`config.mk`:
```
export PLATFORM = sky130hd
export DESIGN_NAME = nsrank_cell
export DESIGN_NICKNAME = d
export VERILOG_FILES = /design/src/hdl/nsrank_pkg.sv /design/src/hdl/nsrank_cell.sv
export SDC_FILE = /design/constraint.sdc
export NUM_CORES = 1
export LEC_CHECK = 0
export ABC_AREA = 1
export ABC_CLOCK_PERIOD_IN_PS = 3200
export BUFFER_PORTS_ARGS = -buffer_cell sky130_fd_sc_hd__buf_2
export CORE_MARGIN = 8
export CORE_UTILIZATION = 51
export DETAILED_ROUTE_END_ITERATION = 8
export PLACE_DENSITY = 0.8
export SKIP_LAST_GASP = 1
export SYNTH_ARGS = -nofsm -noshare
export SYNTH_HDL_FRONTEND = slang
export SYNTH_SLANG_ARGS = --single-unit
export TNS_END_PERCENT = 20
```
`constraint.sdc`:
```
create_clock -name aclk -period 3.2 [get_ports aclk]
set_clock_uncertainty 0.05 [all_clocks]
set_input_delay 0.48 -clock aclk [delete_from_list [all_inputs] [get_ports aclk]]
set_output_delay 0.48 -clock aclk [all_outputs]
set_load 0.02 [all_outputs]
```
`src/hdl/nsrank_pkg.sv`:
```
// Shared types and constants of the null-stratified rank accuracy block.
`timescale 1ns / 1ps

package nsrank_pkg;

    localparam int MAX_ITEMS_DEF = 1024;
    localparam int DATA_W        = 16;
    localparam int EPS_W         = 15;
    localparam int TIE_W         = 9;
    localparam int CFG_W         = 15;
    localparam int ACC_W         = 17;
    localparam int PTOT_W        = 19;

    localparam logic [TIE_W-1:0]  SCORE_ONE      = 9'd256;
    localparam logic [TIE_W-1:0]  TIE_RESET      = 9'd128;
    localparam logic [EPS_W-1:0]  EPS_RESET      = '0;
    localparam logic [ACC_W-1:0]  ACC_ONE        = 17'h10000;
    localparam logic [PTOT_W-1:0] PAIR_FIELD_MAX = '1;

    typedef enum logic [0:0] {
        REG_EPSILON    = 1'b0,
        REG_TIE_CREDIT = 1'b1
    } cfg_reg_t;

    typedef struct packed {
        logic valid;
        logic store;
        logic active;
        logic up;
        logic last;
        logic ovf;
    } tok_ctl_t;

    typedef enum logic [2:0] {
        DIV_IDLE = 3'b001,
        DIV_RUN  = 3'b010,
        DIV_OUT  = 3'b100
    } div_state_t;

endpackage

```
`src/hdl/nsrank_cell.sv`:
```
// One chain cell: holds one item and scores later active beats against it.
`timescale 1ns / 1ps

module nsrank_cell #(
    parameter int MAX_ITEMS = nsrank_pkg::MAX_ITEMS_DEF,
    parameter int INDEX     = 0
) (
    input  logic                                aclk,
    input  logic                                aresetn,
    input  logic                                adv,
    input  logic [nsrank_pkg::TIE_W-1:0]        tie_credit,
    input  nsrank_pkg::tok_ctl_t                ctl_in,
    input  logic [$clog2(MAX_ITEMS)-1:0]        idx_in,
    input  logic [nsrank_pkg::DATA_W-1:0]       pred_in,
    input  logic [$clog2(MAX_ITEMS)+7:0]        score_in,
    input  logic [$clog2(MAX_ITEMS)-1:0]        pairs_in,
    output nsrank_pkg::tok_ctl_t                ctl_out,
    output logic [$clog2(MAX_ITEMS)-1:0]        idx_out,
    output logic [nsrank_pkg::DATA_W-1:0]       pred_out,
    output logic [$clog2(MAX_ITEMS)+7:0]        score_out,
    output logic [$clog2(MAX_ITEMS)-1:0]        pairs_out
);

    localparam int IDX_W    = $clog2(MAX_ITEMS);
    localparam int TSCORE_W = IDX_W + 8;

    logic                            nz_reg;
    logic                            up_reg;
    logic [nsrank_pkg::DATA_W-1:0]   pred_reg;

    nsrank_pkg::tok_ctl_t            ctl_reg;
    logic [IDX_W-1:0]                idx_reg;
    logic [nsrank_pkg::DATA_W-1:0]   pred_out_reg;
    logic [TSCORE_W-1:0]             score_reg;
    logic [IDX_W-1:0]                pairs_reg;

    logic                            hit;
    logic                            wr;
    logic                            gt;
    logic                            lt;
    logic                            eq;
    logic                            win;
    logic [nsrank_pkg::TIE_W-1:0]    credit;

    assign hit = ctl_in.valid && ctl_in.active && nz_reg && (IDX_W'(INDEX) < idx_in);
    assign wr  = adv && ctl_in.valid && ctl_in.store && (idx_in == IDX_W'(INDEX));
    assign gt  = $signed(pred_reg) > $signed(pred_in);
    assign lt  = $signed(pred_reg) < $signed(pred_in);
    assign eq  = pred_reg == pred_in;

    always_comb begin
        win = up_reg ? (gt || (eq && (tie_credit != '0))) : lt;
        if (up_reg == ctl_in.up) begin
            credit = tie_credit;
        end else if (win) begin
            credit = nsrank_pkg::SCORE_ONE;
        end else begin
            credit = '0;
        end
    end

    always_ff @(posedge aclk) begin
        if (wr) begin
            nz_reg   <= ctl_in.active;
            up_reg   <= ctl_in.up;
            pred_reg <= pred_in;
        end
    end

    always_ff @(posedge aclk) begin
        if (!aresetn) begin
            ctl_reg <= '0;
        end else if (adv) begin
            ctl_reg <= ctl_in;
        end
    end

    always_ff @(posedge aclk) begin
        if (adv) begin
            idx_reg      <= idx_in;
            pred_out_reg <= pred_in;
            score_reg    <= hit ? score_in + TSCORE_W'(credit) : score_in;
            pairs_reg    <= hit ? pairs_in + IDX_W'(1) : pairs_in;
        end
    end

    assign ctl_out   = ctl_reg;
    assign idx_out   = idx_reg;
    assign pred_out  = pred_out_reg;
    assign score_out = score_reg;
    assign pairs_out = pairs_reg;

endmodule

```
# After elaboration in Yosys (flattened, before gate mapping)
# Index checks and enable logic that the tools add are counted.
[word_totals] ff_bits=78 in_bits=72 output_inout_bits=60
[op_classes] eq_ne=2 muxes=5 add_sub_neg=2 reduce_logical=10 magnitude_cmp=3
[op_table] op="$add 18x9->18" n=1
[op_table] op="$mux 18" n=1
[op_table] op="$mux 9" n=2
[op_table] op="$eq 16x16->1" n=1
[op_table] op="$gt 16x16->1" n=1
[op_table] op="$lt 16x16->1" n=1
[op_table] op="$add 10x1->10 const B" n=1
[op_table] op="$logic_not 10->1" n=1
[op_table] op="$lt 1x10->1 const A" n=1
[op_table] op="$mux 10" n=1
[op_table] op="$reduce_bool 9->1" n=1
[op_table] op="$logic_and 1x1->1" n=7
[op_table] op="$eq 1x1->1" n=1
[op_table] op="$logic_or 1x1->1" n=1
[op_table] op="$mux 1" n=1

# Logic depth before layout (Yosys ltp)
# Gate-level depths: netlist (run 1).
[depth] depth_word=8 ltp_mapped=25 mapped_depth_nobuf=25

# Worst setup path after synthesis (run 1)
# OpenSTA, ideal clock, no wires.
[synth_path] path_kind="input port to flip-flop" from="in pred_in[15] (netlist name)" to="reg score_reg[17], in the netlist score_out[17] (data pin)" setup_slack_ns=0.371 t_required_ns=2.896 path_buffers=0 path_stages=19 setup_ns=0.254 arrival_ns=2.526 path_cell_list="inv_1 -> ha_1 -> nand2_1 -> nor2_1 -> nand2_1 -> nor3_1 -> inv_1 -> nand3_1 -> nand2_1 -> inv_1 -> nor2_1 -> ha_1 -> nand2_1 -> nor2_1 -> nand3_1 -> nand3_1 -> nand3_1 -> xor2_1 -> inv_1"
[synth_via] elab_chain_len=8 word_cells_on_any_way=10 classes_between="1 x add/sub; 2 x order compare; 1 x eq/ne; 4 x mux; 2 x reduce/logical"
[synth_rtl] element="start: declaration" line="nsrank_cell.sv:14" text="input logic [nsrank_pkg::DATA_W-1:0] pred_in,"
[synth_rtl] element="parallel branches: the longest is 3 deep, another holds $gt 16x16->1"
[synth_rtl] element="$mux 1 (*)" line="nsrank_cell.sv:52" text="win = up_reg ? (gt || (eq && (tie_credit != '0))) : lt;"
[synth_rtl] element="$mux 9 (*)" line="nsrank_cell.sv:55" text="end else if (win) begin"
[synth_rtl] element="$mux 9 (*)" line="nsrank_cell.sv:53" text="if (up_reg == ctl_in.up) begin"
[synth_rtl] element="$add 18x9->18 (*)" line="nsrank_cell.sv:82" text="score_reg <= hit ? score_in + TSCORE_W'(credit) : score_in;"
[synth_rtl] element="$mux 18 (*)" line="nsrank_cell.sv:82"
[synth_rtl] element="end signal: assignment" line="nsrank_cell.sv:82"
[synth_rtl] element="end: declaration" line="nsrank_cell.sv:34" text="logic [TSCORE_W-1:0] score_reg;"
# Every way passes the cells marked *.
# A chain may end at the register's enable or synchronous reset.

# Worst setup path in the final report (run 1)
[layout_path] from="reg pred_reg[7] (netlist name)" to="reg score_reg[9], in the netlist score_out[9] (data pin)"
[layout_via] elab_chain_len=8 word_cells_on_any_way=10 classes_between="1 x add/sub; 2 x order compare; 1 x eq/ne; 4 x mux; 2 x reduce/logical"
[layout_rtl] element="start: declaration" line="nsrank_cell.sv:29" text="logic [nsrank_pkg::DATA_W-1:0] pred_reg;"
[layout_rtl] element="start signal: assignment" line="nsrank_cell.sv:66" text="pred_reg <= pred_in;"
[layout_rtl] element="parallel branches: the longest is 3 deep, another holds $gt 16x16->1"
[layout_rtl] element="$mux 1 (*)" line="nsrank_cell.sv:52"
[layout_rtl] element="$mux 9 (*)" line="nsrank_cell.sv:55"
[layout_rtl] element="$mux 9 (*)" line="nsrank_cell.sv:53"
[layout_rtl] element="$add 18x9->18 (*)" line="nsrank_cell.sv:82"
[layout_rtl] element="$mux 18 (*)" line="nsrank_cell.sv:82"
# Marked as above.

==> flow_summary.ini, run 1 <==
[die]
coreArea_sq_um = 7650
die_width_um = 104
ioPinCount = 132
dieArea_sq_um = 10900
start_util_pct = 52.2
fp-row-count = 32
die_h_um = 104

[final_layout]
drive_gt1_share_pct = 30.7
nFillCells = 627
syn2layout_area_growth_pct = 25.6
largest_reg_flops = 18
layoutNonFillerInstCount = 642
nets = 634
diodes = 0
fin_util_pct = 65.6

[synthesis]
synth_area_leaders = edfxtp_1, ha_1, nand2_1
ys_types = 29
yosys-top-cells-count = nand2_1, edfxtp_1, inv_1, nor2_1, ha_1
synth-seq-cells = 78
synth.top_cell.area_share_pct = 54.1
synthCells = 391
ys.flop_type = edfxtp_1
synth_xor_area_share_pct = 5.04
ys_seq_area_share_pct = 57.1
synth_fa_ha_area_share_pct = 8.65
syn_area_sq_um = 3990
synth_area_per_cell_sq_um = 10.2
synth_edf_count = 72
yosysTopAreaCell = edfxtp_1
synth_compound_area_share_pct = 5.51
yosys.area_share.simple_pct = 17.2
async_reset_ff_share_pct = 0
syn_nets = 490
yosysWarnings = 0
muxShareOfSynthArea_pct = 0
synth_top_family_by_area = simple AND/OR/NAND/NOR gates
yosys.cell_count.top_type = nand2_1

[timing]
slew_violations = 0
fin_tns_setup_ns = 0
rsz0062_at_grt = no
whs_ns = 0.280
hold_violations = 0
max_slew.worst_pin.slew_ns = 0.578
setup_viol = 0
min_period_over_period_pct = 89.3
min_period_ns = 2.86
fmax_mhz = 350
max-slew-margin-rel_pct = 61.4

[setup_path]
critical_path_required_ns = 3.24
crit_start = pred_reg[7]$_DFFE_PP_
worstSetupStartpointType = flop
crit_type = reg2reg
arrival_ns = 2.90
cpPeakStageDelay_ns = 0.41
path_max_fanout = 4
worstSetupEndpointType = flop
cp_slowest_cell = edfxtp_1
reg2reg_from = pred_reg[7]$_DFFE_PP_
crit_chain = ha_1, nand2_1, nor2_1, inv_1, nor3_2, inv_1, nand3_1, nand2_1, inv_1, nor2_2, ha_4, nand2_1, buf_4, nor3_1, o21ai_0, xnor2_1

[route]
first_pass_iters = 4
drt_iter0_drc = 147
drc = 0
vias = 3160
post_drt_wl_per_cell_um = 14.9
wl_um = 9560
antenna_left = 0
viasPerCell = 4.92

[placed_design]
gp_congestion = 0.966
io_buffers = 131
dp_hpwl_um = 7440
dp_cells = 626

[global_routing]
track_usage_pct = 17.5
grt_pass1_vias = 3304
grt_pass1_wl_um = 15400
antenna_found_initial = 0
grt_max_degree = 43
grt.overflow.total = 0

[clock_tree]
clkLatencyLatePin_ns = 0.33
cts_setup_buffers = 0
cts_buffers = 9
clkTransAtPathRegs_ns = 0.08
htreeDepth = 3
cts_root_buf = clkbuf_8
cts_tree = built
cts_buffer_depth = 2
clock-sinks = 78

[power_and_ir_drop]
power.internal_w = 0.00160
p_comb_share_pct = 17.1
p_sw_w = 0.000609
p_clk_share_pct = 29.0
power.total_w = 0.00221
p_leak_nw = 2.41
power_density_nw_per_um2 = 440
switching_share_pct = 27.6
power.share.sequential_pct = 53.9
ir_worst_vdd_mv = 0.195

[hold_path]
min_path_type = in2reg
hp-start = idx_in[4]

[run_status]
status = finished, final reports clean

[job]
drv_cap = 0
-- cell families (layout without fill, tap and decap cells) --
group / Yosys count / in the layout
adders and majority gates: 27 / 27
DFF: 78 / 78
xor gates and xnor gates: 23 / 23
buffers and inverters: 64 / 213
and+or+nand+nor: 160 / 160
AOI/OAI and AO/OA: 39 / 39
-- per-layer routing --
| metal | track usage [%] | part of all wire, % | up-vias |
|---|---|---|---|
| met1 | 19.7 | 42 | 1453 |
| met2 | 30.7 | 50 | 107 |
| met3 | 5.02 | 5.8 | 14 |
| met4 | 6.31 | 1.5 | 0 |
| met5 | 0 | 0 | - |
| li1 | - | - | 1586 |
-- area by class of cell --
class,count,area [sq um],area share [%]
Clock buffer,11,131,2.62
Inverter,61,230,4.59
Tap cell,102,128,2.54
Clock inverter,5,33.8,0.673
Sequential cell,78,2280,45.5
Timing Repair Buffer,136,706,14.1
Multi-Input combinational cell,249,1510,30.0
-- per-stage QoR --
stage / setup slack (ns) / cell area, sq um
floorplan: 0.371 / 3990
global placement: 0.0362 / 4800
detailed placement: -0.0527 / 4800
CTS: 0.177 / 4960
global route: 0.0685 / 5020
finish: 0.344 / 5020
-- placed cells by master (no fill, tap or decap), drive strengths merged, types with 6 or more instances in the layout --
cell type	instances
xnor2	10
dfxtp	6
clkbuf	11
ha	26
a21oi	12
inv	61
buf	136
edfxtp	72
nor2	41
nand3	20
o21ai	16
nand2	84
xor2	13
-- repair_timing --
item / in CTS / in global routing
setup endpoints to repair: 0 / 7
hold buffers: 0 / 0
gates resized for setup: 0 / 11
-- critical path: cells and delay by family, from the launching register on --
family,cells,cell delay (ns)
XOR/XNOR,1,0.16
flip-flops,1,0.41
AO/OA/AOI/OAI,1,0.17
buffers and inverters,4,0.33
AND/OR/NAND/NOR,8,0.92
adder cells (fa/ha/maj),2,0.59
-- power by group through the flow --
stage	registers, W	logic (W)	clock network [W]
2_1_floorplan	0.00128	0.000132	0
3_5_place_dp	0.00121	0.000371	0
6_report	0.00119	0.000377	0.000640
3_3_place_gp	0.00121	0.000361	0
4_1_cts	0.00119	0.000373	0.000654
5_1_grt	0.00119	0.000416	0.000696
-- worst paths after layout --
kind	end	slack [ns]	cells past startpoint
max	score_out[9]$_DFFE_PP_	0.34	16
min	idx_out[4]$_DFFE_PP_	0.28	1
max reg2reg	score_out[9]$_DFFE_PP_	0.34	16
min reg2reg	ctl_out[5]$_SDFFE_PN0P_	0.43	2
(Power assumes the default switching activity.)
==> run 2, diff against run 1 <==
Settings changed: BUFFER_PORTS_ARGS -buffer_cell sky130_fd_sc_hd__buf_2 to -buffer_cell sky130_fd_sc_hd__buf_4.
==> run 2 against run 1 <==
Worst hold slack worse by 0.018 ns; sequential power hardly changed; routed wire length grew 6.0%; critical path type unchanged.
==> flow_summary.ini, run 2 (synthesis gave the netlist of run 1 again) <==
[clock_tree]
cts_tree = built
cts_hold_buffers = 0
htreeDepth = 3
clkTransAtPathRegs_ns = 0.09
clkLatencyLatePin_ns = 0.35
clock-sinks = 78
cts_buffer_depth = 2
cts_root_buf = clkbuf_8
cts_buffers = 9

[die]
coreArea_sq_um = 7650
die_h_um = 104
start_util_pct = 52.2
fp-row-count = 32
dieArea_sq_um = 10900
die_width_um = 104
ioPinCount = 132

[final_layout]
largest_reg_flops = 18
nets = 635
layout_commonest_cell = buf_4
layout_common_cells = buf_4, nand2_1, edfxtp_1
diodes = 0
final_area_sq_um = 5470
nFillCells = 572
drive_gt1_share_pct = 31.8
syn2layout_area_growth_pct = 36.9
fin_util_pct = 71.5

[global_routing]
track_usage_pct = 18.8
grt_pass1_vias = 3437
antenna_found_initial = 0
grt_pass1_wl_um = 16300
grt.overflow.total = 0
grt_max_degree = 39

[setup_path]
cpPeakStageDelay_ns = 0.43
critical_path_required_ns = 3.26
crit_start = pred_reg[15]$_DFFE_PP_
arrival_ns = 3.10
crit_top_cell = nand2_1
path_max_fanout = 4
crit_type = reg2reg
crit_chain = ha_4, nand2_1, nor2_2, nand2_1, nor3_2, inv_1, nand3_1, nand2_1, inv_1, nor2_1, ha_1, nand2_1, nor2_2, nand3_2, a31oi_1, nand2_1, xor2_1
reg2reg_from = pred_reg[15]$_DFFE_PP_
cp_slowest_cell = edfxtp_1
worstSetupStartpointType = flop
worstSetupEndpointType = flop

[route]
wl_um = 10100
vias = 3198
antenna_left = 0
drt_iter0_drc = 112
viasPerCell = 4.97
drc = 0
post_drt_wl_per_cell_um = 15.8
first_pass_iters = 4

[power_and_ir_drop]
p_clk_share_pct = 37.8
power.share.sequential_pct = 45.7
switching_share_pct = 24.5
p_comb_share_pct = 16.6
power.internal_w = 0.00197
ir_worst_vdd_mv = 0.283
power_density_nw_per_um2 = 477
p_sw_w = 0.000640
p_leak_nw = 2.57

[timing]
slew_violations = 0
min_period_ns = 3.05
setup_ws_ns = 0.153
max_slew.worst_pin.slew_ns = 0.507
min_period_over_period_pct = 95.2
fin_tns_setup_ns = 0
rsz0062_at_grt = yes
setup_viol = 0
max-slew-margin-rel_pct = 66.2
fmax_mhz = 328
whs_ns = 0.263
hold_violations = 0

[run_status]
status = finished, final reports clean

[placed_design]
gp_congestion = 0.882
place_area_sq_um = 5110
dp_hpwl_um = 7780
place_ws_ns = -0.112
io_buffers = 131

[job]
drv_cap = 0

[hold_path]
min_path_type = in2reg
hp-start = idx_in[7]
## run 2: changes by cell type in the layout (fill, tap and decap cells not counted), moves of 2 or more
cell / change
buf_4: +133
buf_2: -131
bufinv_16: +4
clkbuf_1: -2
clkinvlp_4: -2
nand3_1: -2
nand3_2: +2
## run 2: power groups by stage
| stage | registers, W | clock network, W | logic [W] |
|---|---|---|---|
| finish | 0.00119 | 0.000985 | 0.000432 |
| global route | 0.00120 | 0.00104 | 0.000473 |
| CTS | 0.00119 | 0.000997 | 0.000428 |
| detailed placement | 0.00122 | 0 | 0.000425 |
| global placement | 0.00121 | 0 | 0.000415 |
| floorplan | 0.00128 | 0 | 0.000132 |
## run 2: worst paths after layout
check / endpoint / cells past startpoint / slack [ns]
hold / removal: idx_out[7]$_DFFE_PP_ / 1 / 0.26
setup reg to reg: score_out[12]$_DFFE_PP_ / 17 / 0.15
hold reg to reg: ctl_out[5]$_SDFFE_PN0P_ / 2 / 0.46
setup / recovery: score_out[12]$_DFFE_PP_ / 17 / 0.15
## run 2: final cells by class
| cell class | instances | area (sq um) | share of cell area (%) |
|---|---|---|---|
| well taps | 102 | 128 | 2.33 |
| repair buffers | 137 | 1030 | 18.8 |
| inverters | 61 | 230 | 4.21 |
| multi-input cells | 249 | 1530 | 28.0 |
| clock buffers | 9 | 124 | 2.27 |
| clock inverters | 7 | 145 | 2.65 |
| flip-flops and latches | 78 | 2280 | 41.7 |
## run 2: what timing repair did
action	CTS	global route
buffers inserted	0	1
setup endpoints to repair	0	8
resized for setup	0	16
## run 2: stage by stage
stage | total power, W | instances
5_1_grt | 0.00271 | 643
6_report | 0.00261 | 643
2_1_floorplan | 0.00142 | 391
4_1_cts | 0.00262 | 642
3_5_place_dp | 0.00164 | 626
3_3_place_gp | 0.00163 | 626
## run 2: worst max-delay path, delay by kind of cell (launching register included)
family,cells,cell delay (ns)
buf+inv,2,0.11
flops,1,0.43
compound gates,1,0.29
fa+ha+maj,2,0.60
simple gates,11,1.16
xor+xnor,1,0.16
## run 2: metal layers
metal / global-route usage (%) / vias to the layer above / wire, um
met1: 19.8 / 1492 / 4050
met2: 34.6 / 100 / 5360
li1: - / 1593 / -
met4: 6.00 / 0 / 140
met3: 5.51 / 13 / 574
met5: 0 / - / 0
