`config.mk`:
```
export PLATFORM = sky130hd
export DESIGN_NAME = nsrank_div
export DESIGN_NICKNAME = d
export VERILOG_FILES = /design/src/hdl/nsrank_pkg.sv /design/src/hdl/nsrank_div.sv
export SDC_FILE = /design/constraint.sdc
export NUM_CORES = 1
export LEC_CHECK = 0
export BUFFER_PORTS_ARGS = -buffer_cell sky130_fd_sc_hd__buf_2
export CAP_MARGIN = 20
export CORE_ASPECT_RATIO = 1.25
export CORE_MARGIN = 2
export CORE_UTILIZATION = 40
export CTS_CLUSTER_DIAMETER = 80
export DETAILED_ROUTE_END_ITERATION = 12
export HOLD_SLACK_MARGIN = 0.05
export PLACE_DENSITY = 0.58
export SLEW_MARGIN = 20
export SYNTH_ARGS = -nofsm -noshare
export SYNTH_HDL_FRONTEND = slang
export SYNTH_SLANG_ARGS = --single-unit
```
`constraint.sdc`:
```
create_clock -name aclk -period 3.35 [get_ports aclk]
set_input_delay 0.1675 -clock aclk [delete_from_list [all_inputs] [get_ports aclk]]
set_output_delay 0.1675 -clock aclk [all_outputs]
set_load 0.01 [all_outputs]
```
`src/hdl/nsrank_pkg.sv`:
```
// Shared types and constants of the null-stratified rank accuracy block.
`timescale 1ns / 1ps

package nsrank_pkg;

    localparam int MAX_ITEMS_DEF = 1024;
    localparam int DATA_W        = 16;
    localparam int EPS_W         = 15;
    localparam int TIE_W         = 9;
    localparam int CFG_W         = 15;
    localparam int ACC_W         = 17;
    localparam int PTOT_W        = 19;

    localparam logic [TIE_W-1:0]  SCORE_ONE      = 9'd256;
    localparam logic [TIE_W-1:0]  TIE_RESET      = 9'd128;
    localparam logic [EPS_W-1:0]  EPS_RESET      = '0;
    localparam logic [ACC_W-1:0]  ACC_ONE        = 17'h10000;
    localparam logic [PTOT_W-1:0] PAIR_FIELD_MAX = '1;

    typedef enum logic [0:0] {
        REG_EPSILON    = 1'b0,
        REG_TIE_CREDIT = 1'b1
    } cfg_reg_t;

    typedef struct packed {
        logic valid;
        logic store;
        logic active;
        logic up;
        logic last;
        logic ovf;
    } tok_ctl_t;

    typedef enum logic [2:0] {
        DIV_IDLE = 3'b001,
        DIV_RUN  = 3'b010,
        DIV_OUT  = 3'b100
    } div_state_t;

endpackage

```
`src/hdl/nsrank_div.sv`:
```
// Rounded mean-score divider and result output register.
`timescale 1ns / 1ps

module nsrank_div #(
    parameter int MAX_ITEMS = nsrank_pkg::MAX_ITEMS_DEF
) (
    input  logic                                   aclk,
    input  logic                                   aresetn,
    input  logic                                   start,
    input  logic [2*$clog2(MAX_ITEMS)+7:0]         sum_in,
    input  logic [2*$clog2(MAX_ITEMS)-1:0]         pairs_in,
    input  logic                                   ovf_in,
    output logic                                   idle,
    output logic                                   m_valid,
    input  logic                                   m_ready,
    output logic [nsrank_pkg::ACC_W-1:0]           m_accuracy,
    output logic [nsrank_pkg::PTOT_W-1:0]          m_pair_total,
    output logic                                   m_undefined,
    output logic                                   m_overflowed
);

    localparam int IDX_W   = $clog2(MAX_ITEMS);
    localparam int PAIR_W  = 2 * IDX_W;
    localparam int SUM_W   = PAIR_W + 8;
    localparam int NUM_W   = SUM_W + 10;
    localparam int ACC_W   = nsrank_pkg::ACC_W;
    localparam int REM_W   = NUM_W - ACC_W;
    localparam int CNT_W   = $clog2(ACC_W + 1);
    localparam int EXT_W   = (PAIR_W > nsrank_pkg::PTOT_W) ? PAIR_W : nsrank_pkg::PTOT_W;

    nsrank_pkg::div_state_t state_reg, state_next;

    logic [REM_W-1:0]                 rem_reg;
    logic [REM_W-1:0]                 den_reg;
    logic [ACC_W-1:0]                 q_reg;
    logic [CNT_W-1:0]                 cnt_reg;
    logic [nsrank_pkg::PTOT_W-1:0]    ptot_reg;
    logic                             undef_reg;
    logic                             ovf_reg;

    logic [NUM_W-1:0]                 num;
    logic [EXT_W-1:0]                 pairs_ext;
    logic [REM_W:0]                   rem_sh;
    logic [REM_W:0]                   rem_sub;
    logic                             ge;

    assign num       = {sum_in, 9'b0} + NUM_W'(pairs_in);
    assign pairs_ext = EXT_W'(pairs_in);
    assign rem_sh    = {rem_reg, q_reg[ACC_W-1]};
    assign rem_sub   = rem_sh - {1'b0, den_reg};
    assign ge        = rem_sh >= {1'b0, den_reg};

    always_comb begin
        state_next = state_reg;
        case (state_reg)
            nsrank_pkg::DIV_IDLE: begin
                if (start) begin
                    state_next = (pairs_in == '0) ? nsrank_pkg::DIV_OUT : nsrank_pkg::DIV_RUN;
                end
            end
            nsrank_pkg::DIV_RUN: begin
                if (cnt_reg == CNT_W'(1)) begin
                    state_next = nsrank_pkg::DIV_OUT;
                end
            end
            nsrank_pkg::DIV_OUT: begin
                if (m_ready) begin
                    state_next = nsrank_pkg::DIV_IDLE;
                end
            end
            default: state_next = nsrank_pkg::DIV_IDLE;
        endcase
    end

    always_ff @(posedge aclk) begin
        if (!aresetn) begin
            state_reg <= nsrank_pkg::DIV_IDLE;
        end else begin
            state_reg <= state_next;
        end
    end

    always_ff @(posedge aclk) begin
        if (state_reg == nsrank_pkg::DIV_IDLE && start) begin
            rem_reg   <= num[NUM_W-1:ACC_W];
            den_reg   <= {pairs_in, 1'b0};
            q_reg     <= (pairs_in == '0) ? '0 : num[ACC_W-1:0];
            cnt_reg   <= CNT_W'(ACC_W);
            undef_reg <= pairs_in == '0;
            ovf_reg   <= ovf_in;
            ptot_reg  <= (pairs_ext > EXT_W'(nsrank_pkg::PAIR_FIELD_MAX)) ?
                         nsrank_pkg::PAIR_FIELD_MAX : pairs_ext[nsrank_pkg::PTOT_W-1:0];
        end else if (state_reg == nsrank_pkg::DIV_RUN) begin
            rem_reg <= ge ? rem_sub[REM_W-1:0] : rem_sh[REM_W-1:0];
            q_reg   <= {q_reg[ACC_W-2:0], ge};
            cnt_reg <= cnt_reg - CNT_W'(1);
        end
    end

    assign idle         = state_reg == nsrank_pkg::DIV_IDLE;
    assign m_valid      = state_reg == nsrank_pkg::DIV_OUT;
    assign m_accuracy   = q_reg;
    assign m_pair_total = ptot_reg;
    assign m_undefined  = undef_reg;
    assign m_overflowed = ovf_reg;

`ifndef NO_ASSERTIONS
    a_rem_below_den: assert property (@(posedge aclk) disable iff (!aresetn)
        state_reg == nsrank_pkg::DIV_RUN |-> rem_reg < den_reg)
        else $error("divider remainder out of range");

    a_acc_max: assert property (@(posedge aclk) disable iff (!aresetn)
        m_valid |-> m_accuracy <= nsrank_pkg::ACC_ONE)
        else $error("accuracy above one");

    a_undef_zero: assert property (@(posedge aclk) disable iff (!aresetn)
        m_valid && m_undefined |-> m_accuracy == '0 && m_pair_total == '0)
        else $error("undefined result carries data");
`endif

endmodule

```
[After elaboration in Yosys (flattened, before gate mapping)]
Index checks and enable logic that the tools add are counted.
Operators by class
  add/sub/neg operators: 3
  $mul: 0
  divide/modulo/power cells: 0
  magnitude comparators: 2
  equal/unequal tests: 7
  shifts and indexed selects: 0
  muxes and demuxes: 11
  bitwise operators: 0
  reduce and logical (&&, ||, !) cells: 4
Operator list (number)
  $mux W21: 3
  $mux W17: 3
  $add A37 B20 Y38: 1
  $ge A22 B21 Y1: 1
  $sub A21 B21 Y21: 1
  $gt A20 B19 Y1 const B: 1
  $logic_not A20 Y1: 1
  $mux W3: 4
  $pmux W3 S3: 1
  $eq A5 B1 Y1 const B: 1
  $sub A5 B1 Y5 const B: 1
  $ne A2 B2 Y1 const B: 2
  $eq A3 B1 Y1 const B: 1
  $eq A3 B2 Y1 const B: 1
  $eq A3 B3 Y1 const B: 1
  $reduce_and A3 Y1: 1
  $ne A2 B1 Y1 const B: 1
  $reduce_bool A2 Y1: 1
  $logic_and A1 B1 Y1: 1
Word-level totals
  register bits: 87
  latch bits: 0
  memory bits (writable): 0
  ROM bits: 0
  input port bits: 53
  logic and storage cells: 35
  memories kept: 0

[Depth between registers and ports, before layout]
Gate-level depths: netlist (run 1).
  depth in word-level cells: 4
  depth in mapped cells: 12
  mapped depth without buffers: 10

[Least setup slack after synthesis (run 1)]
No wires, ideal clock.
  kind: flip-flop to flip-flop
  from: reg state_reg[0]
  to: reg den_reg[10], enable pin
  library setup time: 421 ps
  arrival: 2631 ps
  path slack: 298 ps
  cell stages (with the launch flop): 7
  cells stage by stage: dfxtp_1 nor2b_1 nor2b_1 nand2_1 clkinv_1 buf_2 buf_1
On the way
  cells in the longest elaborated chain, start to end: 2
Ends and longest elaborated chain
  start, declared: RTL line nsrank_div.sv:31  | nsrank_pkg::div_state_t state_reg, state_next;
  start signal, assigned: RTL line nsrank_div.sv:77  | state_reg <= nsrank_pkg::DIV_IDLE;
  start signal, assigned: RTL line nsrank_div.sv:79  | state_reg <= state_next;
  $eq A3 B1 Y1
  named net idle: RTL line nsrank_div.sv:13  | output logic idle,
  $logic_and A1 B1 Y1: RTL line nsrank_div.sv:84  | if (state_reg == nsrank_pkg::DIV_IDLE && start) begin
  end signal, assigned: RTL line nsrank_div.sv:86  | den_reg <= {pairs_in, 1'b0};
  end, declared: RTL line nsrank_div.sv:34  | logic [REM_W-1:0] den_reg;
The timed path passes the listed nets, and every way through them passes these cells.
A chain may end at the register's enable or synchronous reset.

[Worst setup path in the final report (run 1)]
  from: reg rem_reg[9]
  to: reg rem_reg[4], data pin
On the way
  cells in the longest elaborated chain, start to end: 4
Ends and longest elaborated chain
  start, declared: RTL line nsrank_div.sv:33  | logic [REM_W-1:0] rem_reg;
  start signal, assigned: RTL line nsrank_div.sv:85  | rem_reg <= num[NUM_W-1:ACC_W];
  start signal, assigned: RTL line nsrank_div.sv:94  | rem_reg <= ge ? rem_sub[REM_W-1:0] : rem_sh[REM_W-1:0];
  $ge A22 B21 Y1: RTL line nsrank_div.sv:51  | assign ge = rem_sh >= {1'b0, den_reg};
  $mux W21: RTL line nsrank_div.sv:94
  $mux W21: RTL line nsrank_div.sv:93  | end else if (state_reg == nsrank_pkg::DIV_RUN) begin
  $mux W21: RTL line nsrank_div.sv:84
No other way between the ends. The select of a mux whose other input is x is not followed.

==> results of run 1 <==
==> power by group through the flow <==
| stage | logic, µW | clock network [µW] | registers [µW] |
|---|---|---|---|
| floorplan | 996 | 0 | 1510 |
| global placement | 1390 | 0 | 1500 |
| detailed placement | 1420 | 0 | 1510 |
| CTS | 1430 | 1010 | 1480 |
| global route | 1600 | 1050 | 1500 |
| finish | 1440 | 990 | 1480 |
==> metal layers <==
metal / up-vias / share of wire / GRT usage
li1: 2332 / - / -
met1: 2308 / 0.42 / 0.2777
met2: 148 / 0.50 / 0.3684
met3: 28 / 0.056 / 0.03952
met4: 0 / 0.027 / 0.07847
met5: - / 0 / 0
==> critical path: stages (launching register included) <==
cell and delay (ns):
edfxtp_1 0.42, ha_1 0.41, o21ai_0 0.25, nand2b_1 0.14, a221o_1 0.32, o21a_1 0.23
or2_1 0.42, buf_4 0.26, mux2i_1 0.21, o211ai_1 0.11
==> final cells by class <==
type                            count  area (µm²)
Fill cell                        1341        7109
Multi-Input combinational cell    425        2874
Clock inverter                      7       63.81
Tap cell                          175       219.0
Inverter                           41       153.9
Timing Repair Buffer              111       635.6
Sequential cell                    87        2532
Clock buffer                        9       225.2
==> cell families after synthesis <==
family,share of synthesized area
flops,0.4491
fa+ha+maj,0.08032
simple gates,0.1901
compound gates,0.1724
xor+xnor,0.04349
mux,0.02330
buf+inv,0.04127
==> synthesized netlist by cell type (all sizes together), types with 8 or more instances <==
master  instances
ha             33
a21o           11
nand3          15
nor2           35
or2            25
o21ai          29
inv            40
mux2i          12
xor2            9
dfxtp           8
edfxtp         79
clkbuf         12
nor2b          12
o21a           10
nor3           15
or3             9
and3           11
a21oi          24
nand4           8
nand2          53
a211oi          8
xnor2          19
==> stage by stage <==
| step | worst slack, ns | instance area (µm²) | util | std cells |
|---|---|---|---|---|
| floorplan | 0.2976 | 5639 | - | 571 |
| global placement | 0.2529 | 6335 | 0.4586 | 831 |
| detailed placement | 0.1831 | 6335 | 0.4586 | 831 |
| CTS | 0.3465 | 6704 | 0.4853 | 855 |
| global route | 0.1303 | 6704 | 0.4853 | 855 |
| finish | 0.2972 | 6704 | 0.4853 | 855 |
==> worst paths after layout <==
path	from	end	slack (ns)	cells past startpoint
worst max-delay path	rem_reg[9]	rem_reg[4]	0.30	9
worst min-delay path	pairs_in[0]	den_reg[1]	0.07	1
worst max register to register	rem_reg[9]	rem_reg[4]	0.30	9
worst min register to register	cnt_reg[4]	cnt_reg[4]	0.49	2
==> summary.txt, run 1 <==
CTS
  • CTS Sinks: 87
  • Worst skew pair latency: between 0.3 and 0.4 ns
  • Setup bufs post-CTS: 0
  • Clk root buf: clkbuf_16
  • Clock-pin transition on the worst setup and hold timing paths: approximately 0.070 ns
  • CTS Hold Buffers Added: 8
  • TritonCTS clock tree: built
  • Cts bufs inserted: 9
  • Htree depth: 3
  • Post_cts resized: 0
  • CTS max path bufs: 2

STA
  • Fmax: approximately 0.33 GHz
  • Worst slew pin tran: 0.7860 ns
  • Setup skew after layout: between 0.006 and 0.007 ns
  • Final Hold Fails: 0
  • RSZ-0062 raised after global routing: false
  • Final Max Slew Viols: 0
  • Period utilization: 0.9113
  • Final Setup Violations: 0
  • Min Hold Slack: between 0.07 and 0.08 ns
  • Crit path time final: approximately 3 ns
  • Worst rel slew slack: 0.4740
  • Final setup TNS: 0 ns

Synthesis
  • Mapped Nets: 659
  • Syn Std Cell Area: between 5000 and 6000 µm²
  • Yosys cell types: 65
  • Post-synth ARST share: 0
  • Number of enable flip-flop cells after synthesis: between 70 and 80
  • Avg Cell Area, Syn: ~9.9 µm²
  • Main flop type after synthesis: edfxtp_1
  • Synth area leaders: edfxtp_1, ha_1, nand2_1
  • Register area share after synthesis: 0.4491
  • Synth area leader: edfxtp_1
  • Synth Register Bits: 87
  • Yosys warning count: 0
  • Synth top area share: 0.4207
  • Syn Inst Count: approximately 570

Power
  • VDD IR max: roughly 0.00026 V
  • PD cells: roughly 600 nW/µm²
  • Clock share of power: 0.253
  • Sw frac: 0.3542
  • Part of the power in registers: 0.379
  • Cell Int Power: 2526 µW
  • P_sw: around 1400 µW
  • Design Power: roughly 3900 µW
  • Static leakage: around 0.0028 µW
  • Combinational Power Share: 0.368

Critical path
  • Critical path launch point type: flop
  • Crit path required time: 3.42 ns
  • CP Capture Type: flop
  • Setup CP Type: flop to flop
  • Crit path DAT: between 3 and 4 ns
  • Top fanout value on the critical path: 11

Final layout
  • Most common cell after layout, fill and taps aside: buf_2
  • N_diodes: 0
  • Most frequent cells in the layout: buf_2, edfxtp_1, nand2_1, inv_1, nor2_1
  • Syn-to-layout area delta: 18.88%
  • Final nets: 763
  • Max FFs per register: 21
  • Share of layout cells above drive strength 1: 0.2162

Status
  • Status: finished, final reports clean

Global route
  • Initial antenna violation count: 0
  • Largest net degree at the start of global routing: 50
  • Number of global-route vias before repair: just under 5000
  • Grt total ovfl: 0
  • Overall routing resource usage: 0.2181
  • First-pass GRT wire length: 24940 µm

Floorplan
  • Core outline area: around 14000 µm²
  • DIE AREA: 15070 µm²
  • # IOs: between 90 and 100
  • Chip width: around 110 µm
  • Starting Density: 0.4082
  • Die height: 136.8 µm
  • Row cnt: 48

Detailed routing
  • DR iter-0 viols: 231
  • Vias: 4816
  • Post-route ant nets: 0
  • DRT Wirelength: 15720 µm
  • Via density per instance: 5.633
  • DR WL/cell: roughly 18 µm
  • # DRC: 0
  • Initial DRT Pass Iterations: 5

Placed design
  • PortBufs: 92
  • Gpl congestion: between 0.9 and 1
  • Hpwl dp: between 10000 and 15000 µm

Min path
  • Hold Crit Class: input port to flop

Run
  • MaxCap Viol Count: 0
Power figures use the tool's default switching activity.
==> run 2, diff against run 1 <==
--- a/config.mk
+++ b/config.mk
@@ -8,7 +8,7 @@
 export BUFFER_PORTS_ARGS = -buffer_cell sky130_fd_sc_hd__buf_2
 export CAP_MARGIN = 20
 export CORE_ASPECT_RATIO = 1.25
-export CORE_MARGIN = 2
+export CORE_MARGIN = 5
 export CORE_UTILIZATION = 40
 export CTS_CLUSTER_DIAMETER = 80
 export DETAILED_ROUTE_END_ITERATION = 12
==> constraint.sdc (replaced) <==
create_clock -name aclk -period 3.5 [get_ports aclk]
set_input_delay 0.175 -clock aclk [delete_from_list [all_inputs] [get_ports aclk]]
set_output_delay 0.175 -clock aclk [all_outputs]
set_load 0.01 [all_outputs]
==> run 2 against run 1 <==
  * Clock power shrank 8.8%
  * Clock skew shrank 0.00070 ns
  * Sequential cell count is the same
  * Critical endpoint is now rem_reg[17]
  * Highest routed layer unchanged
==> summary.txt, run 2 (synthesis gave the netlist of run 1 again) <==
STA
  • RSZ-0062 raised after global routing: false
  • Setup skew after layout: 0.006245 ns (-0.0007026 ns)
  • Final Hold Fails: 0 (unchanged)
  • Min Hold Slack: 0.06192 ns (-0.009603 ns)
  • Final setup TNS: 0 ns (unchanged)
  • Crit path time final: 3.038 ns (-0.01453 ns)
  • PnR worst setup slack: 0.4617 ns (+0.1645 ns)
  • Final Setup Violations: 0 (unchanged)
  • Fmax: 0.3291 GHz (+0.48%)
  • Worst slew pin tran: 0.8301 ns (+0.04404 ns)
  • Worst rel slew slack: 0.4466 (-0.02743)
  • Period utilization: 0.8681 (-0.04321)
  • Final Max Slew Viols: 0 (unchanged)

Global route
  • First-pass GRT wire length: 25670 µm (+3.0%)
  • Number of global-route vias before repair: 4843 (+0.58%)
  • Largest net degree at the start of global routing: 50 (unchanged)
  • Grt total ovfl: 0 (unchanged)
  • Overall routing resource usage: 0.1997 (-0.01840)
  • Initial antenna violation count: 0 (unchanged)

Power
  • Static leakage: 0.002740 µW (-1.4%)
  • PD cells: 559.5 nW/µm² (-4.1%)
  • VDD IR max: 0.0003554 V (+37%)

Detailed routing
  • DRT Wirelength: 16180 µm (+2.9%)
  • Initial DRT Pass Iterations: 4 (-1)
  • DR iter-0 viols: 305 (+32%)
  • Via density per instance: 5.650 (+0.31%)
  • # DRC: 0 (unchanged)
  • DR WL/cell: 19.05 µm (+3.6%)
  • Vias: 4797 (-0.39%)
  • Post-route ant nets: 0 (unchanged)

Placed design
  • Hpwl dp: 12270 µm (+3.5%)
  • Gpl congestion: 0.9548 (+3.8%)
  • Placed cell area: 6315 µm² (-0.32%)
  • PortBufs: 92 (unchanged)
  • Dpl ws: 0.3519 ns (+0.1688 ns)

Final layout
  • Share of layout cells above drive strength 1: 0.2136 (-0.002527)
  • Most common cell after layout, fill and taps aside: buf_2
  • Fillers: 1359 (+1.3%)
  • N_diodes: 0 (unchanged)
  • Final nets: 757 (-0.79%)
  • Max FFs per register: 21 (unchanged)
  • Most frequent cells in the layout: buf_2, edfxtp_1, nand2_1, inv_1, nor2_1
  • Syn-to-layout area delta: 17.33%
  • Cell area after layout: 6616 µm² (-1.3%)

Critical path
  • Critical path launch point type: flop
  • Crit path required time: 3.60 ns (+0.18 ns)
  • CP Capture Type: flop
  • Setup CP Type: flop to flop
  • Crit path DAT: 3.14 ns (about the same)
  • Top fanout value on the critical path: 10 (-1)

Floorplan
  • Die height: 142.8 µm (+4.4%)
  • # IOs: 93 (unchanged)
  • Chip width: 116.2 µm (+5.4%)
  • Starting Density: 0.4082 (unchanged)
  • DIE AREA: 16590 µm² (+10%)
  • Row cnt: 48 (unchanged)
  • Core outline area: 13810 µm² (unchanged)

CTS
  • Htree depth: 3 (unchanged)
  • CTS Sinks: 87 (unchanged)
  • Worst skew pair latency: 0.34 ns (about the same)
  • Clk root buf: clkbuf_16
  • TritonCTS clock tree: built
  • Cts bufs inserted: 9 (unchanged)
  • Clock-pin transition on the worst setup and hold timing paths: 0.07 ns (about the same)
  • CTS max path bufs: 2 (unchanged)

Status
  • Status: finished, final reports clean

Min path
  • Hold Crit Class: input port to flop

Run
  • MaxCap Viol Count: 0 (unchanged)
run 2: cell count changes in the layout (fill, tap and decap cells not counted), sizes merged:
| cell | before | now |
|---|---|---|
| dlygate4sd3 | 8 | 3 |
| clkinv | 2 | 3 |
| buf | 103 | 102 |
| inv | 45 | 44 |
run 2: timing repair:
item / CTS / global route
hold buffers: 3 / 0
hold endpoints to repair: 3 / 0
resized for setup: 0 / 0
buffers inserted: 0 / 0
run 2: worst paths after layout:
check / start / endpoint / slack (ns) / cells past startpoint
worst max-delay path: rem_reg[6] / rem_reg[17] / 0.46 / 9
worst min-delay path: pairs_in[9] / den_reg[10] / 0.06 / 1
worst max register to register: rem_reg[6] / rem_reg[17] / 0.46 / 9
worst min register to register: cnt_reg[4] / cnt_reg[4] / 0.49 / 2
run 2: power breakdown:
group	total (µW)	switching (µW)	internal, µW	leakage (µW)
combinational	1380	812	564	0.00180
sequential	1420	75.1	1350	0.000804
clock	903	420	483	0.000132
run 2: area by class of cell:
cell class	count	area, µm²	area share
clock buffers	9	225.2	0.03404
clock inverters	7	46.29	0.006997
inverters	41	153.9	0.02326
well taps	175	219.0	0.03309
flip-flops and latches	87	2532	0.3828
repair buffers	105	565.5	0.08548
multi-input cells	425	2874	0.4344
run 2: per-stage QoR:
step,utilization,instances,power (µW)
finish,0.4790,849,3702
global route,0.4790,849,3924
CTS,0.4790,849,3709
detailed placement,0.4572,830,2806
global placement,0.4572,830,2780
floorplan,-,571,2398
run 2: worst max-delay path, stage by stage (launching register included):
cell and delay [ns]:
edfxtp_1 0.41, ha_1 0.39, a211oi_2 0.23, o21bai_1 0.14
a221o_1 0.34, o21a_1 0.23, or2_1 0.43, buf_4 0.26
o21a_1 0.17, a22o_1 0.18
run 2: layer usage:
metal	vias up	GRT usage	wire, µm
met2	132	0.3428	8134
met5	-	0	0
li1	2325	-	-
met1	2315	0.2622	7017
met3	25	0.02671	702
met4	0	0.05925	323
==> run 3, diff against run 2 <==
--- a/config.mk
+++ b/config.mk
@@ -7,14 +7,15 @@
 export LEC_CHECK = 0
 export BUFFER_PORTS_ARGS = -buffer_cell sky130_fd_sc_hd__buf_2
 export CAP_MARGIN = 20
+export CELL_PAD_IN_SITES_DETAIL_PLACEMENT = 1
+export CELL_PAD_IN_SITES_GLOBAL_PLACEMENT = 2
 export CORE_ASPECT_RATIO = 1.25
 export CORE_MARGIN = 5
-export CORE_UTILIZATION = 40
+export CORE_UTILIZATION = 36
 export CTS_CLUSTER_DIAMETER = 80
 export DETAILED_ROUTE_END_ITERATION = 12
 export HOLD_SLACK_MARGIN = 0.05
-export PLACE_DENSITY = 0.58
-export SLEW_MARGIN = 20
+export PLACE_DENSITY = 0.79
 export SYNTH_ARGS = -nofsm -noshare
 export SYNTH_HDL_FRONTEND = slang
 export SYNTH_SLANG_ARGS = --single-unit
==> run 3 against run 2 <==
  * Clock power rose by 11%
  * Hold slack lost 0.0032 ns
  * Wire length grew 9.2%
  * Cell area up 2.2%
  * Power is 4.2% higher
  * Critical path depth up 3
  * Largest power group is now combinational logic
  * Utilization is 4.3 points lower
  * Die area rose by 10%
  * Setup slack got worse by 0.27 ns
  * Cell count rose by 4.8%
==> summary.txt, run 3 (synthesis gave the netlist of run 1 again) <==
Status
  • Status: finished, final reports clean

Placed design
  • Inst Count DP: 868 (+4.6%)
  • Gpl congestion: 0.8323 (-13%)
  • PortBufs: 92 (unchanged)
  • Hpwl dp: 13510 µm (+10%)
  • Placed cell area: 6394 µm² (+1.2%)
  • Dpl ws: 0.3572 ns (+0.005320 ns)

Global route
  • Overall routing resource usage: 0.1984 (-0.001292)
  • Initial antenna violation count: 1 (+1)
  • First-pass GRT wire length: 27950 µm (+8.8%)
  • Number of global-route vias before repair: 5178 (+6.9%)
  • Grt total ovfl: 0 (unchanged)
  • Largest net degree at the start of global routing: 50 (unchanged)

Final layout
  • Most common cell after layout, fill and taps aside: buf_2
  • Fillers: 1779 (+31%)
  • Non-filler instance count after layout: 890 (+4.8%)
  • Most frequent cells in the layout: buf_2, edfxtp_1, nand2_1, inv_1, nor2_1
  • Cell area after layout: 6760 µm² (+2.2%)
  • Share of layout cells above drive strength 1: 0.2168 (+0.003164)
  • Max FFs per register: 21 (unchanged)
  • Final nets: 761 (+0.53%)
  • N_diodes: 0 (unchanged)
  • Syn-to-layout area delta: 19.88%

Detailed routing
  • DR WL/cell: 19.84 µm (+4.2%)
  • DRT Wirelength: 17660 µm (+9.2%)
  • Initial DRT Pass Iterations: 4 (unchanged)
  • Post-route ant nets: 0 (unchanged)
  • DR iter-0 viols: 231 (-24%)
  • Via density per instance: 5.478 (-3.1%)
  • Vias: 4875 (+1.6%)
  • # DRC: 0 (unchanged)

CTS
  • Worst skew pair latency: 0.34 ns (about the same)
  • Setup bufs post-CTS: 0 (unchanged)
  • TritonCTS clock tree: built
  • Clk root buf: clkbuf_16
  • Htree depth: 3 (unchanged)
  • Clock-pin transition on the worst setup and hold timing paths: 0.07 ns (about the same)
  • CTS Sinks: 87 (unchanged)
  • Cts bufs inserted: 9 (unchanged)
  • CTS max path bufs: 2 (unchanged)

STA
  • Crit path time final: 3.304 ns (+0.2661 ns)
  • RSZ-0062 raised after global routing: false
  • Fmax: 0.3026 GHz (-8.1%)
  • Final Hold Fails: 0 (unchanged)
  • Final Max Slew Viols: 0 (unchanged)
  • Worst rel slew slack: 0.3411 (-0.1055)
  • Final setup TNS: 0 ns (unchanged)
  • Period utilization: 0.9441 (+0.07602)
  • PnR worst setup slack: 0.1956 ns (-0.2661 ns)
  • Min Hold Slack: 0.05874 ns (-0.003176 ns)
  • Final Setup Violations: 0 (unchanged)
  • Worst slew pin tran: 0.9730 ns (+0.1429 ns)
  • Setup skew after layout: 0.01189 ns (+0.005642 ns)

Run
  • MaxCap Viol Count: 0 (unchanged)

Critical path
  • Crit path required time: 3.55 ns (-0.05 ns)
  • Reg2reg end: rem_reg[5]
  • RR Startpoint: rem_reg[6]
  • Setup CP Type: input port to flop
  • CP Capture Type: flop
  • Crit path DAT: 3.36 ns (+0.22 ns)
  • CP endpoint: rem_reg[14]
  • CP startpoint: pairs_in[9]
  • Reg2reg setup slack: 0.35 ns (-0.11 ns)
  • Top fanout value on the critical path: 8 (-2)
  • Worst Reg-to-Reg Cells: 8 (-1)
  • Critical path launch point type: input port

Power
  • PD cells: 570.5 nW/µm² (+2.0%)
  • VDD IR max: 0.0002044 V (-42%)
  • Static leakage: 0.002789 µW (+1.8%)

Floorplan
  • DIE AREA: 18280 µm² (+10%)
  • Die height: 149.9 µm (+5.0%)
  • Row cnt: 51 (+6.3%)
  • Core outline area: 15510 µm² (+12%)
  • # IOs: 93 (unchanged)
  • Chip width: 121.9 µm (+4.9%)
  • Starting Density: 0.3637 (-0.04457)

Min path
  • Hold Crit Class: input port to flop
==> run 3: per-stage QoR <==
step / utilization / power, µW
2_1_floorplan: - / 2398
3_3_place_gp: 0.4123 / 2829
3_5_place_dp: 0.4123 / 2866
4_1_cts: 0.4346 / 3892
5_1_grt: 0.4360 / 4097
6_report: 0.4360 / 3857
==> run 3: worst min-delay path by stage <==
stage	start	end	slack, ns	depth (start not counted)
detailed placement	ovf_in	m_overflowed	0.36	1
global route	pairs_in[5]	den_reg[6]	0.05	1
CTS	pairs_in[5]	den_reg[6]	0.05	1
global placement	ovf_in	m_overflowed	0.35	1
floorplan	aresetn	state_reg[0]	0.25	1
finish	pairs_in[5]	den_reg[6]	0.06	1
==> run 3: cell type report <==
| cell class | count | area [µm²] | share of cell area |
|---|---|---|---|
| clock buffers | 10 | 239.0 | 0.03535 |
| multi-input cells | 425 | 2875 | 0.4253 |
| well taps | 212 | 265.3 | 0.03924 |
| repair buffers | 109 | 628.1 | 0.09291 |
| flip-flops and latches | 87 | 2532 | 0.3746 |
| inverters | 41 | 153.9 | 0.02277 |
| clock inverters | 6 | 66.31 | 0.009809 |
==> run 3: layer usage <==
layer  routed length (µm)  vias to the layer above  track usage
met3                  722                       25      0.03705
met4                  399                        2      0.06783
li1                     -                     2327            -
met5                   20                        -            0
met2                 8864                      114       0.3429
met1                 7655                     2407       0.2479
==> run 3: where the power goes <==
group	internal [µW]	switching [µW]	leakage [µW]
Combinational	592	844	0.00183
Clock	577	426	0.000153
Sequential	1350	70.5	0.000804
==> run 3: what timing repair did <==
action                     4_1_cts  5_1_grt
setup endpoints to repair        0        1
gates resized for setup          0        1
hold endpoints to repair         4        2
hold buffers                     4        2
==> run 3: critical path: stages <==
cell and delay [ns]:
dlygate4sd3_1 0.51, buf_2 0.13, ha_1 0.17, inv_1 0.05, fa_1 0.40, nor2b_1 0.16
o21ai_0 0.12, a21boi_0 0.47, o221ai_2 0.32, a2111oi_1 0.48, mux2i_1 0.24, o311ai_0 0.13
